==> src/rtl/core/spq_pkg.sv <==
// Shared constants and types for the sorted priority queue.
`timescale 1ns / 1ps

package spq_pkg;

   localparam int QUEUE_DEPTH    = 16;
   localparam int DATA_WIDTH     = 32;
   localparam int PRIORITY_WIDTH = 16;
   localparam int COUNT_WIDTH    = $clog2(QUEUE_DEPTH + 1);
   localparam int FILL_WIDTH     = 5;
   localparam int STATUS_WIDTH   = 2;

   localparam logic REQ_ENQUEUE = 1'b0;
   localparam logic REQ_DEQUEUE = 1'b1;

   localparam logic [STATUS_WIDTH-1:0] STATUS_DONE  = 2'd0;
   localparam logic [STATUS_WIDTH-1:0] STATUS_EMPTY = 2'd1;
   localparam logic [STATUS_WIDTH-1:0] STATUS_FULL  = 2'd2;

   // Controller to datapath.
   typedef struct packed {
      logic load;   // capture the request fields
      logic exec;   // apply the captured request, load the result register
   } spq_cmd_type;

   // Datapath to controller.
   typedef struct packed {
      logic full;
      logic empty;
   } spq_stat_type;

endpackage

==> src/rtl/core/spq_ctrl.sv <==
// Controller state machine: request acceptance and result handshake.
`timescale 1ns / 1ps

module spq_ctrl
   import spq_pkg::*;
(
   input  logic         clock,
   input  logic         reset,
   input  logic         req_valid,
   output logic         req_ready,
   output logic         rsp_valid,
   input  logic         rsp_ready,
   input  spq_stat_type stat,
   output spq_cmd_type  cmd
);

   typedef enum logic {
      ST_IDLE,
      ST_EXEC
   } state_type;

   state_type state_ff, state_in;
   logic      rsp_valid_ff, rsp_valid_in;
   logic      accept;

   // Output slot must be free by the exec cycle; nothing is taken in reset.
   assign req_ready = !reset && (state_ff == ST_IDLE) && (!rsp_valid_ff || rsp_ready);
   assign accept    = req_valid && req_ready;
   assign rsp_valid = rsp_valid_ff;

   assign cmd.load = accept;
   assign cmd.exec = (state_ff == ST_EXEC);

   always_comb begin
      state_in     = state_ff;
      rsp_valid_in = rsp_valid_ff;
      if (rsp_valid_ff && rsp_ready) begin
         rsp_valid_in = 1'b0;
      end
      unique case (state_ff)
         ST_IDLE: begin
            if (accept) begin
               state_in = ST_EXEC;
            end
         end
         ST_EXEC: begin
            state_in     = ST_IDLE;
            rsp_valid_in = 1'b1;
         end
         default: state_in = ST_IDLE;
      endcase
   end

   always_ff @(posedge clock) begin
      if (reset) begin
         state_ff     <= ST_IDLE;
         rsp_valid_ff <= 1'b0;
      end else begin
         state_ff     <= state_in;
         rsp_valid_ff <= rsp_valid_in;
      end
   end

   // Status flags are observed by the top-level checks only.
   logic unused_stat;
   assign unused_stat = stat.full ^ stat.empty;

endmodule

==> src/rtl/core/spq_dpath.sv <==
// Datapath: sorted shift-register slot array, request capture and result register.
`timescale 1ns / 1ps

module spq_dpath
   import spq_pkg::*;
(
   input  logic                             clock,
   input  logic                             reset,
   input  spq_cmd_type                      cmd,
   output spq_stat_type                     stat,
   input  logic                             req_type,
   input  logic signed [DATA_WIDTH-1:0]     req_item_data,
   input  logic signed [PRIORITY_WIDTH-1:0] req_item_priority,
   output logic        [STATUS_WIDTH-1:0]   rsp_status,
   output logic signed [DATA_WIDTH-1:0]     rsp_out_data,
   output logic signed [PRIORITY_WIDTH-1:0] rsp_out_priority,
   output logic        [FILL_WIDTH-1:0]     rsp_fill_level
);

   logic signed [DATA_WIDTH-1:0]     slot_data_ff [QUEUE_DEPTH];
   logic signed [DATA_WIDTH-1:0]     slot_data_in [QUEUE_DEPTH];
   logic signed [PRIORITY_WIDTH-1:0] slot_prio_ff [QUEUE_DEPTH];
   logic signed [PRIORITY_WIDTH-1:0] slot_prio_in [QUEUE_DEPTH];
   logic        [COUNT_WIDTH-1:0]    count_ff, count_in;

   logic                             op_ff;
   logic signed [DATA_WIDTH-1:0]     op_data_ff;
   logic signed [PRIORITY_WIDTH-1:0] op_prio_ff;

   logic        [STATUS_WIDTH-1:0]   status_ff, status_in;
   logic signed [DATA_WIDTH-1:0]     out_data_ff, out_data_in;
   logic signed [PRIORITY_WIDTH-1:0] out_prio_ff, out_prio_in;
   logic        [FILL_WIDTH-1:0]     fill_ff;

   logic [QUEUE_DEPTH-1:0] keep;   // held slot stays ahead of the new entry
   logic                   full, empty;

   assign full  = (count_ff == COUNT_WIDTH'(QUEUE_DEPTH));
   assign empty = (count_ff == '0);
   assign stat.full  = full;
   assign stat.empty = empty;

   // Slots are sorted, so keep is a prefix of ones.
   always_comb begin
      for (int i = 0; i < QUEUE_DEPTH; i++) begin
         keep[i] = (COUNT_WIDTH'(i) < count_ff) && (slot_prio_ff[i] >= op_prio_ff);
      end
   end

   always_comb begin
      for (int i = 0; i < QUEUE_DEPTH; i++) begin
         slot_data_in[i] = slot_data_ff[i];
         slot_prio_in[i] = slot_prio_ff[i];
      end
      count_in    = count_ff;
      status_in   = STATUS_DONE;
      out_data_in = '0;
      out_prio_in = '0;
      if (op_ff == REQ_ENQUEUE) begin
         if (full) begin
            status_in = STATUS_FULL;
         end else begin
            count_in = count_ff + 1'b1;
            if (!keep[0]) begin
               slot_data_in[0] = op_data_ff;
               slot_prio_in[0] = op_prio_ff;
            end
            for (int i = 1; i < QUEUE_DEPTH; i++) begin
               if (!keep[i]) begin
                  if (keep[i-1]) begin
                     slot_data_in[i] = op_data_ff;
                     slot_prio_in[i] = op_prio_ff;
                  end else begin
                     slot_data_in[i] = slot_data_ff[i-1];
                     slot_prio_in[i] = slot_prio_ff[i-1];
                  end
               end
            end
         end
      end else begin
         if (empty) begin
            status_in = STATUS_EMPTY;
         end else begin
            count_in    = count_ff - 1'b1;
            out_data_in = slot_data_ff[0];
            out_prio_in = slot_prio_ff[0];
            for (int i = 0; i < QUEUE_DEPTH - 1; i++) begin
               slot_data_in[i] = slot_data_ff[i+1];
               slot_prio_in[i] = slot_prio_ff[i+1];
            end
         end
      end
   end

   always_ff @(posedge clock) begin
      if (reset) begin
         count_ff <= '0;
      end else if (cmd.exec) begin
         count_ff <= count_in;
      end
   end

   always_ff @(posedge clock) begin
      if (cmd.load) begin
         op_ff      <= req_type;
         op_data_ff <= req_item_data;
         op_prio_ff <= req_item_priority;
      end
      if (cmd.exec) begin
         for (int i = 0; i < QUEUE_DEPTH; i++) begin
            slot_data_ff[i] <= slot_data_in[i];
            slot_prio_ff[i] <= slot_prio_in[i];
         end
         status_ff   <= status_in;
         out_data_ff <= out_data_in;
         out_prio_ff <= out_prio_in;
         fill_ff     <= FILL_WIDTH'(count_in);
      end
   end

   assign rsp_status       = status_ff;
   assign rsp_out_data     = out_data_ff;
   assign rsp_out_priority = out_prio_ff;
   assign rsp_fill_level   = fill_ff;

endmodule

==> src/rtl/core/sorted_priority_queue_unit.sv <==
// Top level of the sorted priority queue: controller, datapath and checks.
// Result valid is registered after the exec state of an accepted request.
// No request is taken while another executes, as the capture/exec sequence
//   of the controller runs around the single slot array update.
// Reset (synchronous, active high) empties the queue and drops any pending
//   result; slot contents are not cleared and are never read while unused.
`timescale 1ns / 1ps

module sorted_priority_queue_unit
   import spq_pkg::*;
(
   input  logic                             clock,
   input  logic                             reset,
   input  logic                             req_valid,
   output logic                             req_ready,
   input  logic                             req_type,
   input  logic signed [DATA_WIDTH-1:0]     req_item_data,
   input  logic signed [PRIORITY_WIDTH-1:0] req_item_priority,
   output logic                             rsp_valid,
   input  logic                             rsp_ready,
   output logic        [STATUS_WIDTH-1:0]   rsp_status,
   output logic signed [DATA_WIDTH-1:0]     rsp_out_data,
   output logic signed [PRIORITY_WIDTH-1:0] rsp_out_priority,
   output logic        [FILL_WIDTH-1:0]     rsp_fill_level
);

   // Command and status between controller and datapath.
   spq_cmd_type  cmd;
   spq_stat_type stat;

   // Controller: accepts a transaction only when the result register will
   // be free by the exec cycle, so a waiting result never gets overwritten.
   spq_ctrl u_ctrl (
      .clock     (clock),
      .reset     (reset),
      .req_valid (req_valid),
      .req_ready (req_ready),
      .rsp_valid (rsp_valid),
      .rsp_ready (rsp_ready),
      .stat      (stat),
      .cmd       (cmd)
   );

   // Datapath: slot 0 is the head; enqueue inserts behind all entries of
   // greater or equal priority (FIFO among ties), dequeue shifts up.
   spq_dpath u_dpath (
      .clock             (clock),
      .reset             (reset),
      .cmd               (cmd),
      .stat              (stat),
      .req_type          (req_type),
      .req_item_data     (req_item_data),
      .req_item_priority (req_item_priority),
      .rsp_status        (rsp_status),
      .rsp_out_data      (rsp_out_data),
      .rsp_out_priority  (rsp_out_priority),
      .rsp_fill_level    (rsp_fill_level)
   );

`ifndef NO_ASSERTIONS
   // One transaction in flight: no new accept right after an accept.
   a_one_in_flight: assert property (@(posedge clock) disable iff (reset)
      (req_valid && req_ready) |=> !req_ready)
      else $error("request accepted while previous one executing");

   // Every accepted transaction yields a result after its exec state.
   a_result_follows: assert property (@(posedge clock) disable iff (reset)
      (req_valid && req_ready) |-> ##2 rsp_valid)
      else $error("result missing after accepted request");

   // Full rejection only when the queue is at depth.
   a_full_level: assert property (@(posedge clock) disable iff (reset)
      (rsp_valid && rsp_status == STATUS_FULL) |->
         (rsp_fill_level == FILL_WIDTH'(QUEUE_DEPTH)))
      else $error("full status with queue not at depth");

   // Empty status only with nothing held; empty flag tracks that.
   a_empty_level: assert property (@(posedge clock) disable iff (reset)
      (rsp_valid && rsp_status == STATUS_EMPTY) |->
         (rsp_fill_level == '0 && stat.empty && !stat.full))
      else $error("empty status with entries held");
`endif

endmodule

==> config.mk <==
export PLATFORM = sky130hd
export DESIGN_NAME = sorted_priority_queue_unit
export DESIGN_NICKNAME = d
export VERILOG_FILES = /design/src/rtl/core/spq_pkg.sv /design/src/rtl/core/spq_ctrl.sv /design/src/rtl/core/spq_dpath.sv /design/src/rtl/core/sorted_priority_queue_unit.sv
export SDC_FILE = /design/constraint.sdc
export NUM_CORES = 2
export LEC_CHECK = 0
export BUFFER_PORTS_ARGS = -buffer_cell sky130_fd_sc_hd__clkbuf_2
export CORE_MARGIN = 3
export CORE_UTILIZATION = 55
export CTS_CLUSTER_SIZE = 16
export DETAILED_ROUTE_END_ITERATION = 12
export PLACE_DENSITY_LB_ADDON = 0.1
export SYNTH_ARGS = -nofsm -noshare
export SYNTH_HDL_FRONTEND = slang
export SYNTH_SLANG_ARGS = --single-unit
==> constraint.sdc <==
create_clock -name clock -period 8.1 [get_ports clock]
set_input_delay 0.81 -clock clock [delete_from_list [all_inputs] [get_ports clock]]
set_output_delay 0.81 -clock clock [all_outputs]
set_load 0.01 [all_outputs]
==> metrics.csv <==
metric,value,unit
status,finished clean,
cts-root-buf,clkbuf_16,
postCtsSetupBuffers,0,
worstReg2RegEnd,u_dpath.slot_data_ff[1][128]$_DFFE_PP_,
power.density,205,nW/um2
grt_util_all_layers,0.329,
postCtsHoldBufs,0,
synthCells,4286,
synth_largest_area_cell,edfxtp_1,
cp_cell_sequence,inv_1 -> ha_1 -> nand4_1 -> nor4_1 -> a21bo_1 -> nand2_1 -> a221oi_4 -> buf_4 -> a21oi_4 -> buf_4,
numPortBuffers,109,
worst_pin_slew,1.25,ns
post-route-min-period,5.57,ns
yosys_warnings,0,
cap_viol_max_count,0,
grt_pass1_wl,225000,um
setup_viol_count_final,0,
rsz0062_at_grt,no,
hold_viol_final,0,
coreArea,87300,um2
diodes,0,
r2r_slack,2.53,ns
clock-sinks,879,
critPathTopFamily,buffers and inverters,
tritoncts,built,
synth_nets,4598,
critPathBufInv,3,
hold_depth,1,
max-vdd-ir-drop,0.174,mV
min_to,u_dpath.op_prio_ff[13]$_DFFE_PP_,
fp.dieH,303,um
reg2reg_depth,10,
cts-resized-gates,0,
vias,35600,
critical_path_required,8.40,ns
drive_above_1_share,0.0966,
globalplace.congestion,0.935,
clock_path_buffers,3,
syn2layout_area_growth,8.83,%
path_clk_slew,0.06,ns
finalSetupTns,0,ns
syn-cell-area,48700,um2
antenna_found_initial,2,
post-place-ws,2.87,ns
hold_start,req_item_priority[13],
synth_top_area_frac,0.538,
worstSkewPairLatency,0.68,ns
max_freq,180,MHz
dp_hpwl,97400,um
cts-buffers-inserted,97,
crit_path_max_fanout,34,
cp.arrival,5.87,ns
hold_class,primary input to flip-flop,
slew_viol_final,0,
ys_ff_latch,879,
clock-skew-final,0.0254,ns
slew_headroom,0.166,
postLayoutSetupSlackWorst,2.53,ns
grt.overflow.total,0,
avgSynthCellArea,11.4,um2
die_w,303,um
initial_core_util,0.558,
multiInputGateArea,20700,um2
drtAntennaViolNets,0,
synth_area_leaders,"edfxtp_1 (54%), mux2i_1 (12%), ha_1 (6.7%)",
drt_wl_total,154000,um
seq_area,26300,um2
slowest_stage,edfxtp_1,
cellLeakagePower,20.0,nW
rows,108,
crit_top_cell,buf_4,
finalCritPeriodShare,0.688,
r2r-start,u_dpath.op_prio_ff[12]$_DFFE_PP_,
grt_pass1_vias,33800,
io_pins,110,
synth_edf_count,872,
synthArstFlopShare,0,
cp_slowest_stage_delay,0.95,ns
critPathKind,flip-flop to flip-flop,
num-fill-cells,7171,
route.detailed.drc,0,
drt_iter0_drc,5082,
route.detailed.vias_per_inst,6.57,
fin_nets,4499,
die-area,92100,um2
wl_per_cell,28.4,um
firstDrtPassIters,5,
h-tree-depth,3,
grt_max_degree,225,
seq_area_frac_synth,0.541,
netlist-cell-type-count,67,
synth_flop_cell,edfxtp_1,
startpoint_type,flip-flop,
end_kind,flip-flop,
==> synth_stat cells, drive strengths merged, types with 3 or more instances <==
| master | n |
|---|---|
| edfxtp | 872 |
| o21ai | 664 |
| nand2 | 623 |
| mux2i | 581 |
| clkbuf | 286 |
| ha | 259 |
| a21oi | 101 |
| nor2 | 99 |
| inv | 94 |
| buf | 92 |
| nand3 | 64 |
| o31a | 53 |
| and2 | 51 |
| a221o | 48 |
| a32oi | 48 |
| mux2 | 48 |
| nand4 | 48 |
| a21o | 39 |
| a22o | 32 |
| nor2b | 20 |
| and4 | 14 |
| a211oi | 12 |
| and3 | 12 |
| o211ai | 12 |
| o22ai | 12 |
| o21a | 11 |
| nor4 | 10 |
| nor3 | 9 |
| dfxtp | 7 |
| a31oi | 6 |
| o31ai | 6 |
| a221oi | 5 |
| nand2b | 5 |
| a2111o | 3 |
| a211o | 3 |
| o221ai | 3 |
| or3 | 3 |
==> worst register-to-register path: cells and delay by family (launching register included) <==
family	cells	cell delay, ns
buf+inv	3	1.76
simple gates	3	0.64
fa+ha+maj	1	0.56
compound gates	3	1.23
flops	1	0.95
==> cells in the final DEF (no fill, tap or decap), drive strengths merged, types with 64 or more instances in the layout <==
cell type / count
o21ai: 664
buf: 71
ha: 259
nor2: 99
a21oi: 101
nand2: 623
clkbuf: 226
mux2i: 581
inv: 97
edfxtp: 872
nand3: 64
==> layout make-up <==
class,count,share of cell area
sequential,879,0.497
multi-input combinational,2934,0.391
clock buffer,117,0.0476
tap,1155,0.0273
timing repair buffer,180,0.0218
clock inverter,58,0.00888
inverter,95,0.00676
==> report_power, final <==
part / total, W / switching (W) / internal (W)
Combinational: 0.00109 / 0.000713 / 0.000375
Sequential: 0.00546 / 0.000194 / 0.00527
Clock: 0.00429 / 0.00188 / 0.00241
Total: 0.0108 / 0.00279 / 0.00805
==> how the worst max path moves through the flow <==
stage	endpoint	depth (start not counted)	from
2_1_floorplan	u_dpath.slot_data_ff[1][160]$_DFFE_PP_	13	u_dpath.op_prio_ff[15]$_DFFE_PP_
3_3_place_gp	u_dpath.slot_prio_ff[1][64]$_DFFE_PP_	10	u_dpath.op_prio_ff[12]$_DFFE_PP_
3_5_place_dp	u_dpath.slot_prio_ff[1][66]$_DFFE_PP_	10	u_dpath.op_prio_ff[12]$_DFFE_PP_
4_1_cts	u_dpath.slot_data_ff[1][128]$_DFFE_PP_	10	u_dpath.op_prio_ff[12]$_DFFE_PP_
5_1_grt	u_dpath.slot_data_ff[1][157]$_DFFE_PP_	10	u_dpath.op_prio_ff[12]$_DFFE_PP_
6_report	u_dpath.slot_data_ff[1][128]$_DFFE_PP_	10	u_dpath.op_prio_ff[12]$_DFFE_PP_
==> stage by stage <==
stage,utilization,hold slack (ns),std cells,cell area (um2),total power [W]
final,0.607,0.301,5418,53000,0.0108
after global routing,0.607,0.279,5418,53000,0.0112
after CTS,0.607,0.267,5418,53000,0.0109
after detailed placement,0.572,0.493,5243,50000,0.00661
after global placement,0.572,0.481,5243,50000,0.00659
after floorplan,-,0.504,4286,48700,0.00619
==> sequential cells by signal, indices dropped and copies added, names as in the netlist <==
register,count
u_ctrl.rsp_valid,1
u_ctrl.state_ff,1
u_dpath.count_ff,5
u_dpath.op_data_ff,32
u_dpath.op_ff,1
u_dpath.op_prio_ff,16
u_dpath.rsp_fill_level,5
u_dpath.rsp_out_data,32
u_dpath.rsp_out_priority,16
u_dpath.rsp_status,2
u_dpath.slot_data_ff,512
u_dpath.slot_prio_ff,256
==> kinds of logic (layout without fill, tap and decap cells) <==
| kind of cell | count (synthesis) | in the layout | share of synthesized area |
|---|---|---|---|
| compound gates | 1081 | 1081 | 0.135 |
| simple gates | 962 | 962 | 0.0855 |
| flops | 879 | 879 | 0.541 |
| mux | 629 | 629 | 0.131 |
| buf+inv | 473 | 450 | 0.0406 |
| fa+ha+maj | 259 | 259 | 0.0666 |
| xor+xnor | 3 | 3 | 0.000540 |
==> metal layers <==
metal	wire (um)	up-vias	GRT usage
met4	3980	2	0.0907
met2	64600	1965	0.465
met5	13	-	0
met3	17200	196	0.0920
met1	67900	17600	0.495
li1	-	15900	-
Power figures use the tool's default switching activity.
